==> src/hdl/cstfp_pkg.sv <==
// Shared types, constants and functions for the callsign text frame packer.
// No dependencies; used by cstfp_char_unit and callsign_text_frame_packer.
package cstfp_pkg;

  localparam int CHAR_W        = 8;
  localparam int CODE_BITS     = 6;
  localparam int CODE_SLOTS    = 8;
  localparam int CRC_W         = 8;
  localparam int SLOT_W        = $clog2(CODE_SLOTS);
  localparam int CNT_W         = $clog2(CODE_SLOTS + 1);
  localparam int PACK_W        = CODE_BITS * CODE_SLOTS;
  localparam int INFO_W        = PACK_W + CRC_W;
  localparam int OUT_W         = INFO_W + CNT_W + CRC_W;
  localparam int OUT_TDATA_W   = ((OUT_W + 7) / 8) * 8;
  localparam int MAX_CHARS_DEF = 8;

  localparam logic [CRC_W-1:0] CRC_POLY = 8'h1D;

  // punctuation band: ascii 38..47
  localparam logic [CHAR_W-1:0] PUNCT_LO = 8'd38;
  localparam logic [CHAR_W-1:0] PUNCT_HI = 8'd47;
  localparam logic [CHAR_W-1:0] PUNCT_OFS = 8'd37;
  localparam logic [CHAR_W-1:0] DIGIT_LO = 8'h30;
  localparam logic [CHAR_W-1:0] DIGIT_HI = 8'h39;
  localparam logic [CHAR_W-1:0] UPPER_LO = 8'h41;
  localparam logic [CHAR_W-1:0] UPPER_HI = 8'h5A;
  localparam logic [CHAR_W-1:0] LOWER_LO = 8'h61;
  localparam logic [CHAR_W-1:0] LOWER_HI = 8'h7A;
  localparam logic [CHAR_W-1:0] DIGIT_BASE = 8'd10;
  localparam logic [CHAR_W-1:0] ALPHA_BASE = 8'd20;

  // per-character result handed from the character unit to the top level
  typedef struct packed {
    logic                 is_zero;
    logic                 is_code;
    logic [CODE_BITS-1:0] code;
    logic [CRC_W-1:0]     crc_next;
  } char_res_t;

  // map one byte to its six-bit code, zero when the byte is skipped
  function automatic logic [CODE_BITS-1:0] map_char(input logic [CHAR_W-1:0] b);
    logic [CHAR_W-1:0] v;
    v = '0;
    if (b >= PUNCT_LO && b <= PUNCT_HI) begin
      v = b - PUNCT_OFS;
    end else if (b >= DIGIT_LO && b <= DIGIT_HI) begin
      v = b - DIGIT_LO + DIGIT_BASE;
    end else if (b >= UPPER_LO && b <= UPPER_HI) begin
      v = b - UPPER_LO + ALPHA_BASE;
    end else if (b >= LOWER_LO && b <= LOWER_HI) begin
      v = b - LOWER_LO + ALPHA_BASE;
    end
    return v[CODE_BITS-1:0];
  endfunction

  // crc-8 msb first over one code, unrolled eight shifts
  function automatic logic [CRC_W-1:0] crc8_step(input logic [CRC_W-1:0] crc,
                                                 input logic [CODE_BITS-1:0] code);
    logic [CRC_W-1:0] c;
    c = crc ^ CRC_W'(code);
    for (int i = 0; i < CRC_W; i++) begin
      if (c[CRC_W-1]) begin
        c = {c[CRC_W-2:0], 1'b0} ^ CRC_POLY;
      end else begin
        c = {c[CRC_W-2:0], 1'b0};
      end
    end
    return c;
  endfunction

endpackage

==> src/hdl/cstfp_char_unit.sv <==
// Character unit: classifies one byte, maps it to a code and advances the crc.
// Depends on cstfp_pkg.
module cstfp_char_unit (
  input  logic [cstfp_pkg::CHAR_W-1:0] char_byte,
  input  logic [cstfp_pkg::CRC_W-1:0]  crc_in,
  output cstfp_pkg::char_res_t         res
);
  import cstfp_pkg::*;

  logic [CODE_BITS-1:0] code;

  // code lookup and crc update over that code
  always_comb begin
    code         = map_char(char_byte);
    res.is_zero  = (char_byte == '0);
    res.is_code  = (code != '0);
    res.code     = code;
    res.crc_next = crc8_step(crc_in, code);
  end

endmodule

==> src/hdl/callsign_text_frame_packer.sv <==
// Top level of the callsign text frame packer; takes one character byte per word.
// Depends on cstfp_pkg and cstfp_char_unit.
//
// Takes one character word per clock while the input side is not stalled. A word
// passes an input register, then the character unit (code lookup and an unrolled
// crc-8 step) and the state update; the word with tlast loads the frame result into
// the result register as it leaves the input register. Throughput is one word per
// clock; the input side stalls only when a result waits in the output register,
// m_axis_tready is low and the next word in the input register is again a last
// word. Only the first MAX_CHARS bytes of a frame are examined, a zero byte ends
// examination, and the state clears itself after each result.
module callsign_text_frame_packer #(
  parameter int MAX_CHARS = cstfp_pkg::MAX_CHARS_DEF
) (
  input  logic                                clk,
  input  logic                                rst,
  input  logic                                s_axis_tvalid,
  output logic                                s_axis_tready,
  input  logic [cstfp_pkg::CHAR_W-1:0]        s_axis_tdata,  // [7:0] char_byte
  input  logic                                s_axis_tlast,  // last_char
  output logic                                m_axis_tvalid,
  input  logic                                m_axis_tready,
  // [55:0] info_word, [59:56] code_count, [67:60] crc_value, [71:68] zero
  output logic [cstfp_pkg::OUT_TDATA_W-1:0]   m_axis_tdata
);
  import cstfp_pkg::*;

  localparam int EXAM_W = $clog2(MAX_CHARS + 1);

  // input register
  logic              in_valid;
  logic [CHAR_W-1:0] in_byte;
  logic              in_last;

  // frame state
  logic [PACK_W-1:0] packed_codes;
  logic [CRC_W-1:0]  running_crc;
  logic [CNT_W-1:0]  codes_stored;
  logic [EXAM_W-1:0] bytes_examined;
  logic              ended_by_zero;

  logic [PACK_W-1:0] packed_codes_next;
  logic [CRC_W-1:0]  running_crc_next;
  logic [CNT_W-1:0]  codes_stored_next;
  logic [EXAM_W-1:0] bytes_examined_next;
  logic              ended_by_zero_next;

  logic      out_valid;
  logic      proc_go;
  logic      take;
  logic      store;
  char_res_t res;

  cstfp_char_unit u_char (
    .char_byte (in_byte),
    .crc_in    (running_crc),
    .res       (res)
  );

  // handshake: a last word needs room in the result register
  assign proc_go       = in_valid && (!in_last || !out_valid || m_axis_tready);
  assign s_axis_tready = !in_valid || proc_go;
  assign m_axis_tvalid = out_valid;

  // input register
  always_ff @(posedge clk) begin
    if (rst) begin
      in_valid <= 1'b0;
    end else if (s_axis_tready) begin
      in_valid <= s_axis_tvalid;
    end
    if (s_axis_tready && s_axis_tvalid) begin
      in_byte <= s_axis_tdata;
      in_last <= s_axis_tlast;
    end
  end

  // next frame state for the word in the input register
  always_comb begin
    take  = !ended_by_zero && (bytes_examined < EXAM_W'(MAX_CHARS));
    store = take && !res.is_zero && res.is_code && (codes_stored < CNT_W'(CODE_SLOTS));

    packed_codes_next   = packed_codes;
    running_crc_next    = running_crc;
    codes_stored_next   = codes_stored;
    bytes_examined_next = bytes_examined;
    ended_by_zero_next  = ended_by_zero;

    if (take) begin
      bytes_examined_next = bytes_examined + EXAM_W'(1);
      if (res.is_zero) begin
        ended_by_zero_next = 1'b1;
      end
    end
    if (store) begin
      for (int k = 0; k < CODE_SLOTS; k++) begin
        if (codes_stored[SLOT_W-1:0] == SLOT_W'(k)) begin
          packed_codes_next[k*CODE_BITS +: CODE_BITS] = res.code;
        end
      end
      running_crc_next  = res.crc_next;
      codes_stored_next = codes_stored + CNT_W'(1);
    end
  end

  // frame state, cleared after the last word
  always_ff @(posedge clk) begin
    if (rst) begin
      packed_codes   <= '0;
      running_crc    <= '0;
      codes_stored   <= '0;
      bytes_examined <= '0;
      ended_by_zero  <= 1'b0;
    end else if (proc_go) begin
      if (in_last) begin
        packed_codes   <= '0;
        running_crc    <= '0;
        codes_stored   <= '0;
        bytes_examined <= '0;
        ended_by_zero  <= 1'b0;
      end else begin
        packed_codes   <= packed_codes_next;
        running_crc    <= running_crc_next;
        codes_stored   <= codes_stored_next;
        bytes_examined <= bytes_examined_next;
        ended_by_zero  <= ended_by_zero_next;
      end
    end
  end

  // result register
  always_ff @(posedge clk) begin
    if (rst) begin
      out_valid <= 1'b0;
    end else if (proc_go && in_last) begin
      out_valid <= 1'b1;
    end else if (m_axis_tready) begin
      out_valid <= 1'b0;
    end
    if (proc_go && in_last) begin
      m_axis_tdata <= {(OUT_TDATA_W - OUT_W)'(0), running_crc_next, codes_stored_next,
                       packed_codes_next, running_crc_next};
    end
  end

  // checks on the frame state and result
  a_codes_bound: assert property (@(posedge clk) disable iff (rst)
    codes_stored <= CNT_W'(CODE_SLOTS))
    else $error("code count past slot limit");

  a_exam_bound: assert property (@(posedge clk) disable iff (rst)
    bytes_examined <= EXAM_W'(MAX_CHARS))
    else $error("examined bytes past limit");

  a_empty_state: assert property (@(posedge clk) disable iff (rst)
    codes_stored == '0 |-> (running_crc == '0 && packed_codes == '0))
    else $error("crc or codes set with no codes stored");

  a_clear_after_last: assert property (@(posedge clk) disable iff (rst)
    (proc_go && in_last) |=> (codes_stored == '0 && bytes_examined == '0 && !ended_by_zero))
    else $error("state not cleared after frame");

  a_crc_copy: assert property (@(posedge clk) disable iff (rst)
    out_valid |-> (m_axis_tdata[CRC_W-1:0] == m_axis_tdata[INFO_W+CNT_W +: CRC_W]))
    else $error("crc field differs from info word");

endmodule

==> config.mk <==
export PLATFORM = sky130hd
export DESIGN_NAME = callsign_text_frame_packer
export DESIGN_NICKNAME = d
export VERILOG_FILES = /design/src/hdl/cstfp_pkg.sv /design/src/hdl/cstfp_char_unit.sv /design/src/hdl/callsign_text_frame_packer.sv
export SDC_FILE = /design/constraint.sdc
export NUM_CORES = 1
export LEC_CHECK = 0
export CAP_MARGIN = 10
export CORE_UTILIZATION = 68
export CTS_BUF_LIST = sky130_fd_sc_hd__clkbuf_16
export DETAILED_ROUTE_END_ITERATION = 7
export DONT_BUFFER_PORTS = 1
export MAX_ROUTING_LAYER = met4
export PLACE_DENSITY_LB_ADDON = 0.08
export SLEW_MARGIN = 5
export SYNTH_ARGS = -nofsm -noshare
export SYNTH_HDL_FRONTEND = slang
export SYNTH_SLANG_ARGS = --single-unit
==> constraint.sdc <==
create_clock -name clk -period 5.35 [get_ports clk]
set_clock_uncertainty 0.2 [all_clocks]
set_input_delay 0.2675 -clock clk [delete_from_list [all_inputs] [get_ports clk]]
set_output_delay 0.2675 -clock clk [all_outputs]
set_load 0.1 [all_outputs]
==> results.md <==
Route:
- After detailed routing, the average wire length per cell comes to 20.3 um.
- The DRC violation total after the first TritonRoute iteration is 359.
- The first detailed-routing pass ran for 5 iterations.
- The final layout contains routed wiring with a total length of 13300 um.
- The via density per instance is 6.34.
- The count of nets left with antenna violations after detail routing is 0.
- The number of vias in the routed layout is 4152.
- The number of remaining DRC errors is 0.

Floorplan:
- The placeable core area is 8340 um2.
- The vertical extent of the die is 95.6 um.
- The initial utilization of the core area, before any placement, comes to 71.4%.
- The number of primary I/O pins is 87.
- The row count is 33.
- The floorplan step defined a die boundary enclosing 9140 um2.
- The die is 95.6 um wide.

Clock tree:
- In this run the deepest clock path goes through 2 buffers.
- The number of H-tree levels is 4.
- The post-cts resize count is 0.
- For this design, the sink count on the clock tree is 136.
- The number of buffers created by CTS is 17.
- The CTS tree is done.
- The clock-pin slew on the worst setup and hold paths is 60 ps.
- The later pin in the worst-skew pair is clocked with a latency of 420 ps.
- The number of setup buffers added after CTS is 0.
- The hold buffer count at cts is 12.
- Clock tree synthesis selected as its root buffer the cell sky130_fd_sc_hd__clkbuf_16.

Logic synthesis:
- The post-synthesis share of cell area spent on and, or, nand and nor gates is 10.0%.
- After synthesis, the mean cell area works out to 11.2 um2.
- The number of standard cells after synthesis is 531.
- Sequential elements use 57.3% of the synthesized area.
- The post-synthesis cell area is 5960 um2.
- The share of synthesized registers carrying an async set or reset is 0%.
- The post-synthesis register bit count is 136.
- For this run, the leading register cell type out of synthesis is sky130_fd_sc_hd__edfxtp_1.
- Yosys printed 0 warnings.
- In the synthesized netlist, mux cells make up 1.30% of the area.
- By area, the combinational part of the netlist is dominated by compound AO/OA/AOI/OAI gates.
- Ranked by total cell area, the synthesized netlist is headed by sky130_fd_sc_hd__edfxtp_1 35%, sky130_fd_sc_hd__dfxtp_1 23%, sky130_fd_sc_hd__a22o_1 6.5%.
- The share of synthesized cell area in full adder, half adder and majority cells is 3.15%.
- The fraction of post-synthesis cell area in the top cell type by area is 34.8%.
- The largest area contributor in the netlist is sky130_fd_sc_hd__edfxtp_1.
- In this run, synthesis inferred 69 flip-flops with an integrated enable.
- Summing the areas of all compound-gate instances in the mapped netlist gives 18.7% of the synthesized area.
- The count of different cell masters after synthesis is 56.
- Of the total synthesized cell area, the portion taken by XOR and XNOR cells is 4.79%.

Critical path:
- The critical path start-end classification is flop to flop.
- STA classifies the critical path endpoint as a flop.
- The endpoint identified for the worst register-to-register timing path is packed_codes[27]$_SDFFE_PP0P_.
- The startpoint type of the worst setup path is a flop.
- The critical path starts at in_byte[1]$_DFFE_PP_.
- The number of cells on the worst reg-to-reg path is 11.
- The source of the worst register-to-register timing path is in_byte[1]$_DFFE_PP_.
- The required time reported for the critical path endpoint is 5450 ps.
- Along the worst path, the maximum fanout reaches 21.
- Following the worst setup path forward leads to its endpoint at packed_codes[27]$_SDFFE_PP0P_.
- The register-to-register setup slack is 940 ps.
- At the worst endpoint, the arrival time is 4510 ps.

Placement:
- Routability-driven placement finished with a final weighted congestion of 0.864.
- Detailed placement finished with a half-perimeter wire length of 8010 um.
- Buffers placed on the I/O ports in this run total 0.

Status:
- The run finished with clean final reports.

Global route:
- Global routing used 31.0% of the available tracks across all layers.
- The via count of the first global-routing pass came to 3955.
- The first-pass GRT wire length is 20200 um.
- The number of antenna violations at the first check in global routing is 0.
- The largest net degree at the start of global routing is 63.
- Summed over all layers, the global routing overflow is 0.

STA:
- The highest attainable clock frequency is 227 MHz.
- Setup repair after global routing left no endpoint under its margin.
- Of the available clock period, the critical path in the final layout requires 82.4%.
- The number of hold violations in the final report is 0.
- The worst slew margin relative to its limit is 29.3%.
- The post-route minimum period is 4410 ps.
- The final number of max-transition violations came to 0.
- The setup-violating endpoint count in the final report is 0.
- The actual slew at the worst max-slew pin is 1060 ps.
- The setup TNS after final layout is 0 ps.

Final layout:
- In the layout the commonest cells are 69 x sky130_fd_sc_hd__edfxtp_1, 67 x sky130_fd_sc_hd__dfxtp_1, 50 x sky130_fd_sc_hd__nor2_1.
- Cells fill 82.2% of the core in the end.
- At the end of the flow, the number of nets in the layout was 565.
- The area growth from synthesis to layout is 15.1%.
- The share of layout cells above drive strength 1 is 12.0%.
- The library cell used most frequently in the layout, excluding fill and tap cells, is sky130_fd_sc_hd__edfxtp_1.
- 0 antenna diodes ended up in the layout.

Pwr:
- The worst voltage drop across the vdd grid is 0.000292 V.
- The power density over the cells is 397 nW/um2.
- The leakage power total is 0.00259 uW.

Hold path:
- The type of the tightest min-delay check is input port to flop.

Job:
- The count of maximum capacitance violations is 0.
[worst min path at each step]
| stage | start | endpoint | slack, ps | cells after the start |
|---|---|---|---|---|
| final | rst | codes_stored[1]$_SDFFE_PP0P_ | 10 | 2 |
| after global placement | rst | in_valid$_SDFFE_PP0N_ | 140 | 1 |
| after detailed placement | rst | in_valid$_SDFFE_PP0N_ | 140 | 1 |
| after CTS | rst | codes_stored[1]$_SDFFE_PP0P_ | 7 | 2 |
| after global routing | rst | running_crc[1]$_SDFFE_PP0P_ | 30 | 3 |
| after floorplan | s_axis_tdata[0] | in_byte[0]$_DFFE_PP_ | 170 | 0 |
[through the flow]
| step | setup slack, ps | instance area [um2] | instances | hold slack [ps] | total power [uW] |
|---|---|---|---|---|---|
| floorplan | 2130 | 5970 | 534 | 166 | 1500 |
| global route | 629 | 6860 | 655 | 31.2 | 2790 |
| global placement | 1220 | 6140 | 611 | 137 | 1550 |
| CTS | 986 | 6860 | 655 | 6.96 | 2720 |
| detailed placement | 1020 | 6140 | 611 | 143 | 1560 |
| finish | 942 | 6860 | 655 | 14.3 | 2720 |
[cell usage after synthesis (2+ instances only)]
library cell and instances:
sky130_fd_sc_hd__nor4_1 3, sky130_fd_sc_hd__and4b_1 2, sky130_fd_sc_hd__and3_1 8, sky130_fd_sc_hd__nand3b_1 2
sky130_fd_sc_hd__edfxtp_1 69, sky130_fd_sc_hd__xnor2_1 20, sky130_fd_sc_hd__mux2_2 6, sky130_fd_sc_hd__and2_1 8
sky130_fd_sc_hd__inv_1 13, sky130_fd_sc_hd__nor2b_1 2, sky130_fd_sc_hd__buf_4 12, sky130_fd_sc_hd__nand2b_1 2
sky130_fd_sc_hd__o21a_1 3, sky130_fd_sc_hd__a32o_1 2, sky130_fd_sc_hd__buf_2 18, sky130_fd_sc_hd__o2bb2ai_1 8
sky130_fd_sc_hd__xor2_1 5, sky130_fd_sc_hd__a22o_1 44, sky130_fd_sc_hd__o21ai_1 6, sky130_fd_sc_hd__a311oi_2 2
sky130_fd_sc_hd__a21o_1 2, sky130_fd_sc_hd__nand2_1 45, sky130_fd_sc_hd__or2_2 4, sky130_fd_sc_hd__nor3_1 2
sky130_fd_sc_hd__a31oi_1 2, sky130_fd_sc_hd__ha_1 15, sky130_fd_sc_hd__nor2_1 50, sky130_fd_sc_hd__clkbuf_1 13
sky130_fd_sc_hd__a21oi_1 42, sky130_fd_sc_hd__a41oi_1 2, sky130_fd_sc_hd__dfxtp_1 67, sky130_fd_sc_hd__nand3_1 2
sky130_fd_sc_hd__o21ai_0 27
[flip-flops by register name, indices dropped and copies added, names as in the netlist]
register / cells
in_valid: 1
m_axis_tdata: 60
ended_by_zero: 1
running_crc: 8
codes_stored: 4
packed_codes: 48
in_last: 1
bytes_examined: 4
m_axis_tvalid: 1
in_byte: 8
[cells by family after synthesis]
| logic type | after synthesis |
|---|---|
| flops | 136 |
| simple gates | 132 |
| compound gates | 156 |
| fa+ha+maj | 15 |
| xor+xnor | 28 |
| buf+inv | 56 |
| other cells | 1 |
| mux | 7 |
[power breakdown]
| group | switching, uW | internal, uW |
|---|---|---|
| sequential | 128 | 1130 |
| clock | 475 | 697 |
| combinational | 182 | 114 |
[critical path, cell delays in order, from the launching register on]
cell,delay [ps]
sky130_fd_sc_hd__edfxtp_1,480
sky130_fd_sc_hd__inv_1,230
sky130_fd_sc_hd__ha_1,310
sky130_fd_sc_hd__o21bai_1,140
sky130_fd_sc_hd__a311oi_2,400
sky130_fd_sc_hd__a21boi_1,230
sky130_fd_sc_hd__a311oi_2,50
sky130_fd_sc_hd__buf_4,210
sky130_fd_sc_hd__a41oi_2,820
sky130_fd_sc_hd__and3_1,630
sky130_fd_sc_hd__o21ai_1,290
sky130_fd_sc_hd__a22o_1,300
[per-layer routing]
layer | global-route usage [%] | part of all wire [%] | wire [um]
met5 | - | 0 | 0
met4 | 12.4 | 2.3 | 308
met3 | 7.42 | 8.8 | 1170
met2 | 46.8 | 46 | 6160
met1 | 40.4 | 42 | 5630
[final cells by class]
class / instances / area, um2
well taps: 105 / 131
multi-input cells: 342 / 2280
flip-flops and latches: 136 / 3410
inverters: 13 / 48.8
repair buffers: 27 / 393
clock buffers: 17 / 425
fillers: 467 / 1480
clock inverters: 15 / 169
No activity file was read; power rests on OpenSTA's default activity.
